### src/rtl/wpid_pkg.sv
// ----------------------------------------------------------------------------
// wpid_pkg
// Shared widths, register indexes and bundle types of the windowed PID
// line tracer.
// ----------------------------------------------------------------------------
package wpid_pkg;

    // Number of errors held in the sliding window.
    localparam int WINDOW = 5;

    localparam int LEVEL_W = 7;                          // midpoint and light sample
    localparam int GAIN_W  = 16;                         // unsigned Q8.8 gains
    localparam int ERR_W   = 8;                          // signed error
    localparam int DIFF_W  = ERR_W + 1;                  // signed error difference
    localparam int SUM_W   = ERR_W + $clog2(WINDOW);     // signed window sum
    localparam int OUT_W   = 27;                         // signed Q.8 result

    localparam int PPROD_W = GAIN_W + 1 + ERR_W;
    localparam int IPROD_W = GAIN_W + 1 + SUM_W;
    localparam int DPROD_W = GAIN_W + 1 + DIFF_W;
    localparam int ACC_W   = IPROD_W + 2;

    localparam int CFG_ADDR_W = 2;
    localparam int CFG_DATA_W = GAIN_W;

    localparam int S_TDATA_W = ((LEVEL_W + 7) / 8) * 8;
    localparam int M_TDATA_W = ((OUT_W + 7) / 8) * 8;

    // Configuration register indexes.
    localparam logic [CFG_ADDR_W-1:0] REG_MIDPOINT = 2'd0;
    localparam logic [CFG_ADDR_W-1:0] REG_PROP     = 2'd1;
    localparam logic [CFG_ADDR_W-1:0] REG_INTEG    = 2'd2;
    localparam logic [CFG_ADDR_W-1:0] REG_DERIV    = 2'd3;

    typedef struct packed {
        logic [GAIN_W-1:0] prop;
        logic [GAIN_W-1:0] integ;
        logic [GAIN_W-1:0] deriv;
    } gains_t;

    // Operands handed from the window stage to the multiply stage.
    typedef struct packed {
        logic signed [ERR_W-1:0]  err;
        logic signed [SUM_W-1:0]  sum;
        logic signed [DIFF_W-1:0] diff;
    } operands_t;

    typedef struct packed {
        logic signed [PPROD_W-1:0] p;
        logic signed [IPROD_W-1:0] i;
        logic signed [DPROD_W-1:0] d;
    } products_t;

endpackage

### src/rtl/windowed_pid_line_tracer.sv
// ----------------------------------------------------------------------------
// windowed_pid_line_tracer
// PID steering controller with a sliding-window integral term.
// ----------------------------------------------------------------------------
//
//  Channel  Direction  Width  Contents (lowest bit first)
//  -------  ---------  -----  --------------------------------------------
//  s_*      in         8      light_sample[6:0], zero pad
//  m_*      out        32     steer_fixed[26:0] signed Q.8, zero pad
//  cfg_*    in         2+16   register index, write data
//
// One beat is accepted per clock cycle while s_tready is high. The error,
// window sum and difference of a sample are registered at the edge that
// takes its beat, and its result is registered, raising m_tvalid, when
// the multiply stage takes it. Each stage holds its beat while the stage
// after it is full and stalled, so a stall on m_tready fills both registers
// before s_tready drops. Reset is synchronous and active low: it clears the
// error window, the previous error and all valid flags, and loads the
// register defaults.
//
module windowed_pid_line_tracer (
    input  logic                                aclk,
    input  logic                                aresetn,
    // Sample stream.
    input  logic                                s_tvalid,
    output logic                                s_tready,
    input  logic [wpid_pkg::S_TDATA_W-1:0]      s_tdata,   // light_sample[6:0]
    // Steering result stream.
    output logic                                m_tvalid,
    input  logic                                m_tready,
    output logic [wpid_pkg::M_TDATA_W-1:0]      m_tdata,   // steer_fixed[26:0]
    // Register write port.
    input  logic                                cfg_wr_en,
    input  logic [wpid_pkg::CFG_ADDR_W-1:0]     cfg_addr,
    input  logic [wpid_pkg::CFG_DATA_W-1:0]     cfg_wr_data
);

    logic [wpid_pkg::LEVEL_W-1:0]       midpoint_reg;
    wpid_pkg::gains_t                   gains_reg;
    logic                               op_valid;
    logic                               op_ready;
    wpid_pkg::operands_t                op;
    logic signed [wpid_pkg::OUT_W-1:0]  steer;

    // Configuration registers. The user sends writes only while the pipeline is empty; the block does not enforce it.
    always_ff @(posedge aclk) begin
        if (!aresetn) begin
            midpoint_reg    <= '0;
            gains_reg.prop  <= wpid_pkg::GAIN_W'(198);
            gains_reg.integ <= wpid_pkg::GAIN_W'(166);
            gains_reg.deriv <= wpid_pkg::GAIN_W'(96);
        end else if (cfg_wr_en) begin
            unique case (cfg_addr)
                wpid_pkg::REG_MIDPOINT: begin
                    midpoint_reg <= cfg_wr_data[wpid_pkg::LEVEL_W-1:0];
                end
                wpid_pkg::REG_PROP:  gains_reg.prop  <= cfg_wr_data;
                wpid_pkg::REG_INTEG: gains_reg.integ <= cfg_wr_data;
                wpid_pkg::REG_DERIV: gains_reg.deriv <= cfg_wr_data;
                default: ;
            endcase
        end
    end

    // Error, window sum and difference for each accepted sample.
    wpid_window u_window (
        .aclk     (aclk),
        .aresetn  (aresetn),
        .in_valid (s_tvalid),
        .in_ready (s_tready),
        .sample   (s_tdata[wpid_pkg::LEVEL_W-1:0]),
        .midpoint (midpoint_reg),
        .op_valid (op_valid),
        .op_ready (op_ready),
        .op       (op)
    );

    // Gain products and their sum.
    wpid_mac u_mac (
        .aclk      (aclk),
        .aresetn   (aresetn),
        .op_valid  (op_valid),
        .op_ready  (op_ready),
        .op        (op),
        .gains     (gains_reg),
        .res_valid (m_tvalid),
        .res_ready (m_tready),
        .res       (steer)
    );

    assign m_tdata = {{(wpid_pkg::M_TDATA_W - wpid_pkg::OUT_W){1'b0}}, steer};

endmodule

### src/rtl/wpid_window.sv
// ----------------------------------------------------------------------------
// wpid_window
// Forms the error of each sample, keeps the error window as a shift line
// with a running sum, and registers error, window sum and difference.
// ----------------------------------------------------------------------------
module wpid_window (
    input  logic                                aclk,
    input  logic                                aresetn,
    input  logic                                in_valid,
    output logic                                in_ready,
    input  logic [wpid_pkg::LEVEL_W-1:0]        sample,
    input  logic [wpid_pkg::LEVEL_W-1:0]        midpoint,
    output logic                                op_valid,
    input  logic                                op_ready,
    output wpid_pkg::operands_t                 op
);

    logic signed [wpid_pkg::ERR_W-1:0]  taps_reg [wpid_pkg::WINDOW];
    logic signed [wpid_pkg::ERR_W-1:0]  prev_reg;
    logic signed [wpid_pkg::SUM_W-1:0]  sum_reg;
    logic signed [wpid_pkg::SUM_W-1:0]  sum_next;
    logic signed [wpid_pkg::ERR_W-1:0]  err;
    logic                               op_valid_reg;
    wpid_pkg::operands_t                op_reg;
    wpid_pkg::operands_t                op_next;
    logic                               take;

    assign in_ready = !op_valid_reg || op_ready;
    assign take     = in_valid && in_ready;
    assign op_valid = op_valid_reg;
    assign op       = op_reg;

    always_comb begin
        err = $signed({1'b0, midpoint}) - $signed({1'b0, sample});
        // The oldest error leaves the window as the new one enters.
        sum_next = sum_reg + wpid_pkg::SUM_W'(err)
                 - wpid_pkg::SUM_W'(taps_reg[wpid_pkg::WINDOW-1]);
        op_next.err  = err;
        op_next.sum  = sum_next;
        op_next.diff = wpid_pkg::DIFF_W'(err) - wpid_pkg::DIFF_W'(prev_reg);
    end

    always_ff @(posedge aclk) begin
        if (!aresetn) begin
            for (int k = 0; k < wpid_pkg::WINDOW; k++) begin
                taps_reg[k] <= '0;
            end
            prev_reg     <= '0;
            sum_reg      <= '0;
            op_valid_reg <= 1'b0;
        end else begin
            if (take) begin
                taps_reg[0] <= err;
                for (int k = 1; k < wpid_pkg::WINDOW; k++) begin
                    taps_reg[k] <= taps_reg[k-1];
                end
                prev_reg <= err;
                sum_reg  <= sum_next;
            end
            if (in_ready) begin
                op_valid_reg <= in_valid;
            end
        end
    end

    always_ff @(posedge aclk) begin
        if (take) begin
            op_reg <= op_next;
        end
    end

endmodule

### src/rtl/wpid_mac.sv
// ----------------------------------------------------------------------------
// wpid_mac
// Multiplies the three operands by their gains in parallel and adds the
// products into the result register.
// ----------------------------------------------------------------------------
module wpid_mac (
    input  logic                                aclk,
    input  logic                                aresetn,
    input  logic                                op_valid,
    output logic                                op_ready,
    input  wpid_pkg::operands_t                 op,
    input  wpid_pkg::gains_t                    gains,
    output logic                                res_valid,
    input  logic                                res_ready,
    output logic signed [wpid_pkg::OUT_W-1:0]   res
);

    wpid_pkg::products_t                prod;
    logic                               res_valid_reg;
    logic signed [wpid_pkg::OUT_W-1:0]  res_reg;
    logic signed [wpid_pkg::ACC_W-1:0]  acc;

    assign op_ready  = !res_valid_reg || res_ready;
    assign res_valid = res_valid_reg;
    assign res       = res_reg;

    always_comb begin
        // Gains are unsigned; a zero sign bit makes them signed operands.
        prod.p = $signed({1'b0, gains.prop})  * op.err;
        prod.i = $signed({1'b0, gains.integ}) * op.sum;
        prod.d = $signed({1'b0, gains.deriv}) * op.diff;
        acc = wpid_pkg::ACC_W'(prod.p) + wpid_pkg::ACC_W'(prod.i)
            + wpid_pkg::ACC_W'(prod.d);
    end

    always_ff @(posedge aclk) begin
        if (!aresetn) begin
            res_valid_reg <= 1'b0;
        end else begin
            if (op_ready) begin
                res_valid_reg <= op_valid;
            end
        end
    end

    always_ff @(posedge aclk) begin
        if (op_valid && op_ready) begin
            res_reg <= acc[wpid_pkg::OUT_W-1:0];
        end
    end

endmodule

### config.mk
export PLATFORM = sky130hd
export DESIGN_NAME = windowed_pid_line_tracer
export DESIGN_NICKNAME = d
export VERILOG_FILES = /design/src/rtl/wpid_pkg.sv /design/src/rtl/windowed_pid_line_tracer.sv /design/src/rtl/wpid_window.sv /design/src/rtl/wpid_mac.sv
export SDC_FILE = /design/constraint.sdc
export NUM_CORES = 1
export LEC_CHECK = 0
export ABC_AREA = 1
export BUFFER_PORTS_ARGS = -buffer_cell sky130_fd_sc_hd__buf_2
export CAP_MARGIN = 20
export CELL_PAD_IN_SITES_DETAIL_PLACEMENT = 1
export CELL_PAD_IN_SITES_GLOBAL_PLACEMENT = 2
export CORE_MARGIN = 5
export CORE_UTILIZATION = 37
export CTS_BUF_LIST = sky130_fd_sc_hd__clkbuf_8
export DETAILED_ROUTE_END_ITERATION = 6
export PLACE_DENSITY = 0.77
export SKIP_LAST_GASP = 1
export SYNTH_ARGS = -nofsm -noshare
export SYNTH_HDL_FRONTEND = slang
export SYNTH_SLANG_ARGS = --single-unit
### constraint.sdc
create_clock -name aclk -period 6.3 [get_ports aclk]
set_input_delay 1.26 -clock aclk [delete_from_list [all_inputs] [get_ports aclk]]
set_output_delay 1.26 -clock aclk [all_outputs]
set_load 0.005 [all_outputs]
Word level (Yosys, flattened, before mapping)
Memory sizes are Yosys's and may differ from the RTL's.
Cells that the tools add are included.

word-level totals
  register bits after elaboration = 131
  bits in writable memories = 40
  input bits = 31
  output and inout bits = 34
  logic and storage cells = 50
  memories = 1

memory list
  memory             words  width  read ports  clocked after Yosys merged registers in  write ports  RTL line           text
  u_window.taps_reg  5      8      5           0                                        5            wpid_window.sv:18  logic signed [wpid_pkg::ERR_W-1:0] taps_reg [wpid_pkg::WINDOW];

cells by class
  add/sub/neg operators = 6
  multipliers = 3
  equal/unequal tests = 3
  muxes and demuxes = 9
  bitwise logic cells = 5
  reductions and logical operators = 11

operators with widths
  cell                                            count
  2-to-1 mux 8 bit                                5
  adder 25 x 27 -> 27 bit                         1
  adder 27 x 26 -> 27 bit                         1
  multiplier 17 x 11 -> 27 bit                    1
  multiplier 17 x 9 -> 26 bit                     1
  multiplier 17 x 8 -> 25 bit                     1
  adder 11 x 8 -> 11 bit                          1
  subtractor 11 x 8 -> 11 bit                     1
  subtractor 8 x 8 -> 9 bit                       1
  AND reduction 2 bit                             4
  subtractor 7 x 7 -> 8 bit                       1
  OR 1 bit                                        5
  == test 2 bit (second input constant)           2
  2-to-1 mux 1 bit                                4
  == test 2 x 1 -> 1 bit (second input constant)  1
  logical AND 1 bit                               2
  zero test 1 bit                                 2
  zero test 2 bit                                 1
  logical OR 1 bit                                2

Depth between registers and ports, before layout
Gate-level depths: netlist (run 1).

  depth after elaboration = 8
  depth in mapped cells = 30
  mapped depth without buffers = 28

Modules after synthesis
A second synthesis (run 1) with hierarchy kept.

unflattened totals
  cells, all modules = 2865
  area, all modules = 23481.3 µm²

modules (own cells, without submodules)
  module                    times used  cells each  area each (µm²)  sequential area each (µm²)
  wpid_mac                  1           2069        16605.9          830.8
  wpid_window               1           453         4596.9           2442.3
  windowed_pid_line_tracer  1           343         2278.4           1101.1

Worst setup path before layout (run 1)
Ideal clock, no wire load.

  kind = flip-flop to flip-flop
  start = register u_window.op_reg (netlist bit u_window.op[8])
  end = register u_mac.res_reg (netlist bit u_mac.res[19]), data pin
  library setup time = 0.252 ns
  data arrival time = 6.099 ns
  required time = 6.048 ns
  setup slack = -0.051 ns
  cell stages (with the launch flop) = 26
  buffers on the path = 2
  clock period less this slack = 6.351 ns
  cells stage by stage = edfxtp_1 -> clkbuf_2 -> inv_1 -> buf_1 -> nor2_1 -> fa_1 -> inv_1 -> fa_1 -> inv_1 -> fa_1 -> fa_1 -> fa_1 -> fa_1 -> fa_1 -> fa_1 -> ha_1 -> nand2_1 -> inv_1 -> nand2_1 -> inv_1 -> a21oi_2 -> inv_1 -> nand2_1 -> nand2_1 -> nand2_1 -> nand2_1

on the way
  longest elaborated chain between the ends = 2

RTL lines
  what                           RTL line           text
  start, declared                wpid_window.sv:24  wpid_pkg::operands_t op_reg;
  start signal, assigned         wpid_window.sv:68  op_reg <= op_next;
  multiplier 17 x 9 -> 26 bit    wpid_mac.sv:31     prod.d = $signed({1'b0, gains.deriv}) * op.diff;
  adder 27 x 26 -> 27 bit        wpid_mac.sv:33     + wpid_pkg::ACC_W'(prod.d);
  named net u_mac.acc (one bit)  wpid_mac.sv:21     logic signed [wpid_pkg::ACC_W-1:0] acc;
  end signal, assigned           wpid_mac.sv:48     res_reg <= acc[wpid_pkg::OUT_W-1:0];
  end, declared                  wpid_mac.sv:20     logic signed [wpid_pkg::OUT_W-1:0] res_reg;

The timed path passes the listed nets, and every way through them passes these cells.
A chain may end at the register's enable or synchronous reset.

Worst setup path in the final report (run 1)
  start = register u_window.op_reg (netlist bit u_window.op[3])
  end = register u_mac.res_reg (netlist bit u_mac.res[14]), data pin

The elaborated chain is that of the path after synthesis.

==> metrics.txt, run 1 <==
clk_skew 0.0281 ns; P&R area growth vs syn 16.8%; critical path data required time 6.64 ns; DRT antenna net count 0; Max Slew Vio Count 0; Syn Inst Count roughly 2800; Crit path buffers/inverters 6; Layout Utilization 0.436; Max-slew headroom 0.254; failing checks negative setup slack; setup violators final 10; Final period util 1.01; CP top delay family adder cells; max reg flops 48; CTS Buf Count 17; Max FO, Critical Path 6; Post-Syn Area ~23000 µm²; initial antenna violation count 2; Worst-Margin Slew 1.12 ns; chip width 259 µm; worst-path cell chain buf_12, nand2_4, inv_2, fa_1, inv_2, fa_1, fa_1, fa_2, fa_1, fa_1, fa_1, inv_2, fa_2, ha_4, nand2_2, inv_2, a21oi_4, buf_6, o21bai_4, nand2b_4, xor2_1; register area share after synthesis 0.190; Synth top area share 0.361; Final #Nets 3533; CTS clk-pin slew, worst paths 0.14 ns; MaxCap Viol Count 0; Rows ~90; Hold Crit Class reg -> reg; final worst path period need 6.35 ns; Std-Cell Core Area 61600 µm²; pin count of the biggest net entering global routing 57; Mapped Avg Cell Area 8.34 µm²; biggest area consumer among synthesized cells fa_1; post-DP HPWL slightly below 60000 µm; Post-synth EDFFs 95; clk_lat worst skew 0.59 ns; worst stage delay on the critical path 0.59 ns; final hold violation count 0; final worst slack -0.0468 ns; outcome finished with violations; dominant cells by area after synthesis fa_1, inv_1, edfxtp_1; critical path class reg -> reg; Starting Density 0.373; input/output buffers 58; TritonCTS clock tree yes; Iteration-0 DRC Markers approximately 660; Critical Path Most Common Cell fa_1; die footprint ~67000 µm²; CP arrival around 6.7 ns; flops & latches, synth around 170; DRC 0; GPL Wtd Cong 0.902; yosys warns 0; most frequent cell after synthesis inv_1; Post-synth top cells inv_1, nand2_1, fa_1; drt via density 4.63; Die Ht ~260 µm; Setup crit end kind flip-flop; first-pass GRT wire length between 100000 and 150000 µm; clock sinks 171; Boundary Pins 65; GRT Residual Overflow 0; H-tree depth 4; vias in the first global route 19800; Cell variety after synth 40; total global-route track usage 0.208; FFs w/ async S/R, synth 0; first-pass detailed-route iteration total 5; fmax 158 MHz; Slowest-stage cell, CP fa_2; layout cells sized above 1 0.172; predominant post-synthesis flop cell edfxtp_1; RSZ-0062 raised after global routing true; Bufs on Longest Clock Path 2; final WL 68500 µm; drt wl/cell roughly 18 µm; CTS root buf clkbuf_8; worst hold margin around 0.47 ns; detailed-route via count roughly 17000; Critical Path Start Type flip-flop
## logic make-up after synthesis
kind of cell	Yosys count	synth area share
compound gates	138	0.0322
xor+xnor	32	0.0122
fa+ha+maj	588	0.455
buf+inv	938	0.155
flops	171	0.190
other cells	1	0.000163
simple gates	888	0.155
## through the flow
step	area [µm²]	TNS (ns)	setup slack, ns	instances
2_1_floorplan	23000	0	0.00303	2760
3_3_place_gp	25300	-2.19	-0.198	3705
3_5_place_dp	25300	-4.06	-0.328	3705
4_1_cts	26200	-0.118	-0.0343	3745
5_1_grt	26900	-2.78	-0.235	3765
6_report	26900	-0.189	-0.0468	3765
## worst paths after layout
kind	startpoint	endpoint	slack, ns	cells after the start
worst max-delay path	u_window.op[3]$_DFFE_PP_	u_mac.res[14]$_DFFE_PP_	-0.05	21
worst min-delay path	u_window.prev_reg[6]$_SDFFE_PN0P_	u_window.prev_reg[6]$_SDFFE_PN0P_	0.47	2
worst max register to register	u_window.op[3]$_DFFE_PP_	u_mac.res[14]$_DFFE_PP_	-0.05	21
worst min register to register	u_window.prev_reg[6]$_SDFFE_PN0P_	u_window.prev_reg[6]$_SDFFE_PN0P_	0.47	2
## worst reg2reg max path, stage by stage (launching register included)
cell      delay, ns
edfxtp_1       0.47
buf_12         0.18
nand2_4        0.06
inv_2          0.04
fa_1           0.53
inv_2          0.05
fa_1           0.47
fa_1           0.57
fa_2           0.50
fa_1           0.58
fa_1           0.45
fa_1           0.53
inv_2          0.04
fa_2           0.59
ha_4           0.23
nand2_2        0.10
inv_2          0.06
a21oi_4        0.21
buf_6          0.13
o21bai_4       0.05
nand2b_4       0.14
xor2_1         0.13
## layer usage
metal / global-route usage / share of wire
met1: 0.288 / 0.48
met2: 0.353 / 0.48
met3: 0.0267 / 0.028
met4: 0.0456 / 0.017
met5: 0 / 0
## cell usage in the layout, fill, tap and decap left out, types with 6 or more instances in the layout
cell type / n
inv_1: 770
nand2_1: 568
fa_1: 380
nor2_1: 173
buf_4: 172
ha_1: 148
edfxtp_1: 95
dfxtp_1: 71
o21ai_0: 60
buf_2: 59
nand3_1: 42
a21oi_1: 40
inv_2: 40
fa_2: 34
nand2_2: 29
xor2_1: 25
ha_4: 24
clkbuf_8: 17
buf_6: 17
nand4_1: 15
nor2_2: 15
buf_12: 12
nand3_2: 11
nand2_4: 8
clkinv_8: 8
a21oi_4: 7
xnor2_1: 6
o22ai_1: 6
## area by class of cell
type	count	area (µm²)
antenna	1	2.50
clock buffer	17	234
clock inverter	15	213
fill	7299	34700
inverter	812	3050
multi-input combinational	1651	15900
sequential	171	4380
tap	837	1050
timing repair buffer	261	2040
## timing repair
| action | 4_1_cts | 5_1_grt |
|---|---|---|
| setup buffers | 8 | 18 |
| endpoints found under the setup margin | 19 | 19 |
| gates resized for setup | 90 | 139 |
| gates cloned | 0 | 1 |
| pin swaps | 56 | 101 |
| hold buffers | 0 | 0 |
Power of run 1 is left out: the tool's default activity adds up to more than one toggle a clock period on the data nets, which glitch-free logic cannot reach.
==> run 2, diff against run 1 <==
Settings changed: CORE_UTILIZATION 37 to 44, PLACE_DENSITY 0.77 to unset, PLACE_DENSITY_LB_ADDON set to 0.1.
Clock period 6.3 ns to 7.7 ns, I/O delays scaled along.
==> metrics.txt, run 2 (synthesis results as in run 1) <==
clk_lat worst skew 0.58 ns (about the same); max reg flops 48 (unchanged); Rows 83 (-8.8%); Boundary Pins 65 (unchanged); clk_skew 0.0343 ns (+0.00616 ns); Max-slew headroom 0.238 (-0.0160); Iteration-0 DRC Markers 910 (+39%); Std-Cell Core Area 51500 µm² (-16%); first-pass detailed-route iteration total 5 (unchanged); critical path data required time 8.01 ns (+1.37 ns); CTS clk-pin slew, worst paths 0.11 ns (-0.03 ns); Bufs on Longest Clock Path 2 (unchanged); vias in the first global route 18800 (-5.3%); commonest non-fill, non-tap cells in the layout inv_1, nand2_1, fa_1; Final #Nets 3350 (-5.2%); Max Slew Vio Count 0 (unchanged); critical path class reg -> reg; commonest non-fill, non-tap cell in the layout inv_1; final worst path period need 6.89 ns (+0.541 ns); Hold Crit Class reg -> reg; post-DP HPWL 56700 µm (-3.4%); drt via density 4.97 (+7.5%); P&R area growth vs syn 5.32%; filler cell count 6255 (-14%); FF-to-FF setup slack 0.81 ns (+0.86 ns); Starting Density 0.446 (+0.0731); Reg area 4370 µm² (-0.14%); Critical Path Start Type flip-flop; worst r2r path cells 22 (+4.8%); multi-input logic area 15100 µm² (-5.1%); drt wl/cell 19.6 µm (+8.0%); RSZ-0062 raised after global routing false; CP Launch Point u_window.op[26]$_DFFE_PP_; initial antenna violation count 1 (-1); DRC 0 (unchanged); input/output buffers 58 (unchanged); H-tree depth 4 (unchanged); MaxCap Viol Count 0 (unchanged); first-pass GRT wire length 106000 µm (-2.2%); Max FO, Critical Path 16 (+10); RR Startpoint u_window.op[26]$_DFFE_PP_; clock sinks 171 (unchanged); post_cts resized 0 (-100%); CTS Hold Bufs 0 (unchanged); r2r endpoint u_mac.res[18]$_DFFE_PP_; total global-route track usage 0.244 (+0.0362); detailed-route via count 17000 (-2.2%); final hold violation count 0 (unchanged); outcome completed; fmax 145 MHz (-7.8%); CP arrival 7.20 ns (+0.51 ns); GPL Wtd Cong 0.861 (-4.6%); GRT Residual Overflow 0 (unchanged); setup TNS 0 ns (+0.189 ns); Worst-Margin Slew 1.14 ns (+0.0240 ns); Setup Buffers After CTS 0 (-8); Hold Path Origin u_window.prev_reg[5]$_SDFFE_PN0P_; Setup crit end kind flip-flop; Final period util 0.894 (-0.113); final WL 67300 µm (-1.7%); TritonCTS clock tree yes; CP Capture Point u_mac.res[18]$_DFFE_PP_; DRT antenna net count 0 (unchanged); setup violators final 0 (-10); layout cells sized above 1 0.0528 (-0.119); pin count of the biggest net entering global routing 57 (unchanged); CTS Buf Count 17 (unchanged); CTS root buf clkbuf_8; die footprint 56900 µm² (-15%); Die Ht 239 µm (-8.0%); chip width 239 µm (-8.0%)
run 2: layer usage:
| layer | vias up | routed length, µm | global-route usage |
|---|---|---|---|
| met3 | 70 | 3410 | 0.0449 |
| met2 | 322 | 31700 | 0.400 |
| li1 | 7829 | - | - |
| met5 | - | 0 | 0 |
| met1 | 8815 | 30800 | 0.338 |
| met4 | 0 | 1460 | 0.0647 |
run 2: worst min-delay path by stage:
stage / endpoint / slack (ns) / depth (start not counted)
6_report: u_window.prev_reg[5]$_SDFFE_PN0P_ / 0.48 / 2
5_1_grt: u_window.sum_reg[10]$_SDFFE_PN0P_ / 0.50 / 2
3_3_place_gp: u_window.prev_reg[5]$_SDFFE_PN0P_ / 0.44 / 2
2_1_floorplan: u_window.prev_reg[6]$_SDFFE_PN0P_ / 0.43 / 2
3_5_place_dp: u_window.prev_reg[5]$_SDFFE_PN0P_ / 0.45 / 2
4_1_cts: u_window.prev_reg[5]$_SDFFE_PN0P_ / 0.48 / 2
run 2: metrics by stage:
stage | util | cell area, µm² | cells | hold WS, ns | setup slack (ns)
after floorplan | - | 23000 | 2760 | 0.426 | 1.35
after global placement | 0.462 | 23800 | 3392 | 0.443 | 0.888
after detailed placement | 0.462 | 23800 | 3392 | 0.451 | 0.781
after CTS | 0.470 | 24200 | 3424 | 0.481 | 0.798
after global routing | 0.470 | 24200 | 3426 | 0.501 | 0.575
final | 0.470 | 24200 | 3426 | 0.475 | 0.813
run 2: critical path: stages (launching register included):
cell and delay, ns:
edfxtp_1 0.91, nand2_1 0.16, fa_1 0.51, inv_1 0.05
fa_1 0.54, inv_1 0.07, fa_1 0.53, inv_1 0.06
fa_1 0.51, fa_1 0.44, inv_1 0.09, fa_1 0.44
fa_1 0.50, inv_1 0.05, fa_1 0.44, ha_1 0.37
nand2_2 0.15, inv_1 0.07, a21oi_1 0.21, nand2_1 0.18
nand3_1 0.13, nand3_1 0.08, xor2_1 0.15
run 2: area by class of cell:
class,instances,share of cell area
Multi-Input combinational cell,1651,0.623
Sequential cell,171,0.181
Inverter,812,0.126
Tap cell,680,0.0351
Timing Repair Buffer,78,0.0182
Clock buffer,17,0.00966
Clock inverter,15,0.00729
Antenna cell,2,0.000207
Power of run 2 is left out for the same reason.
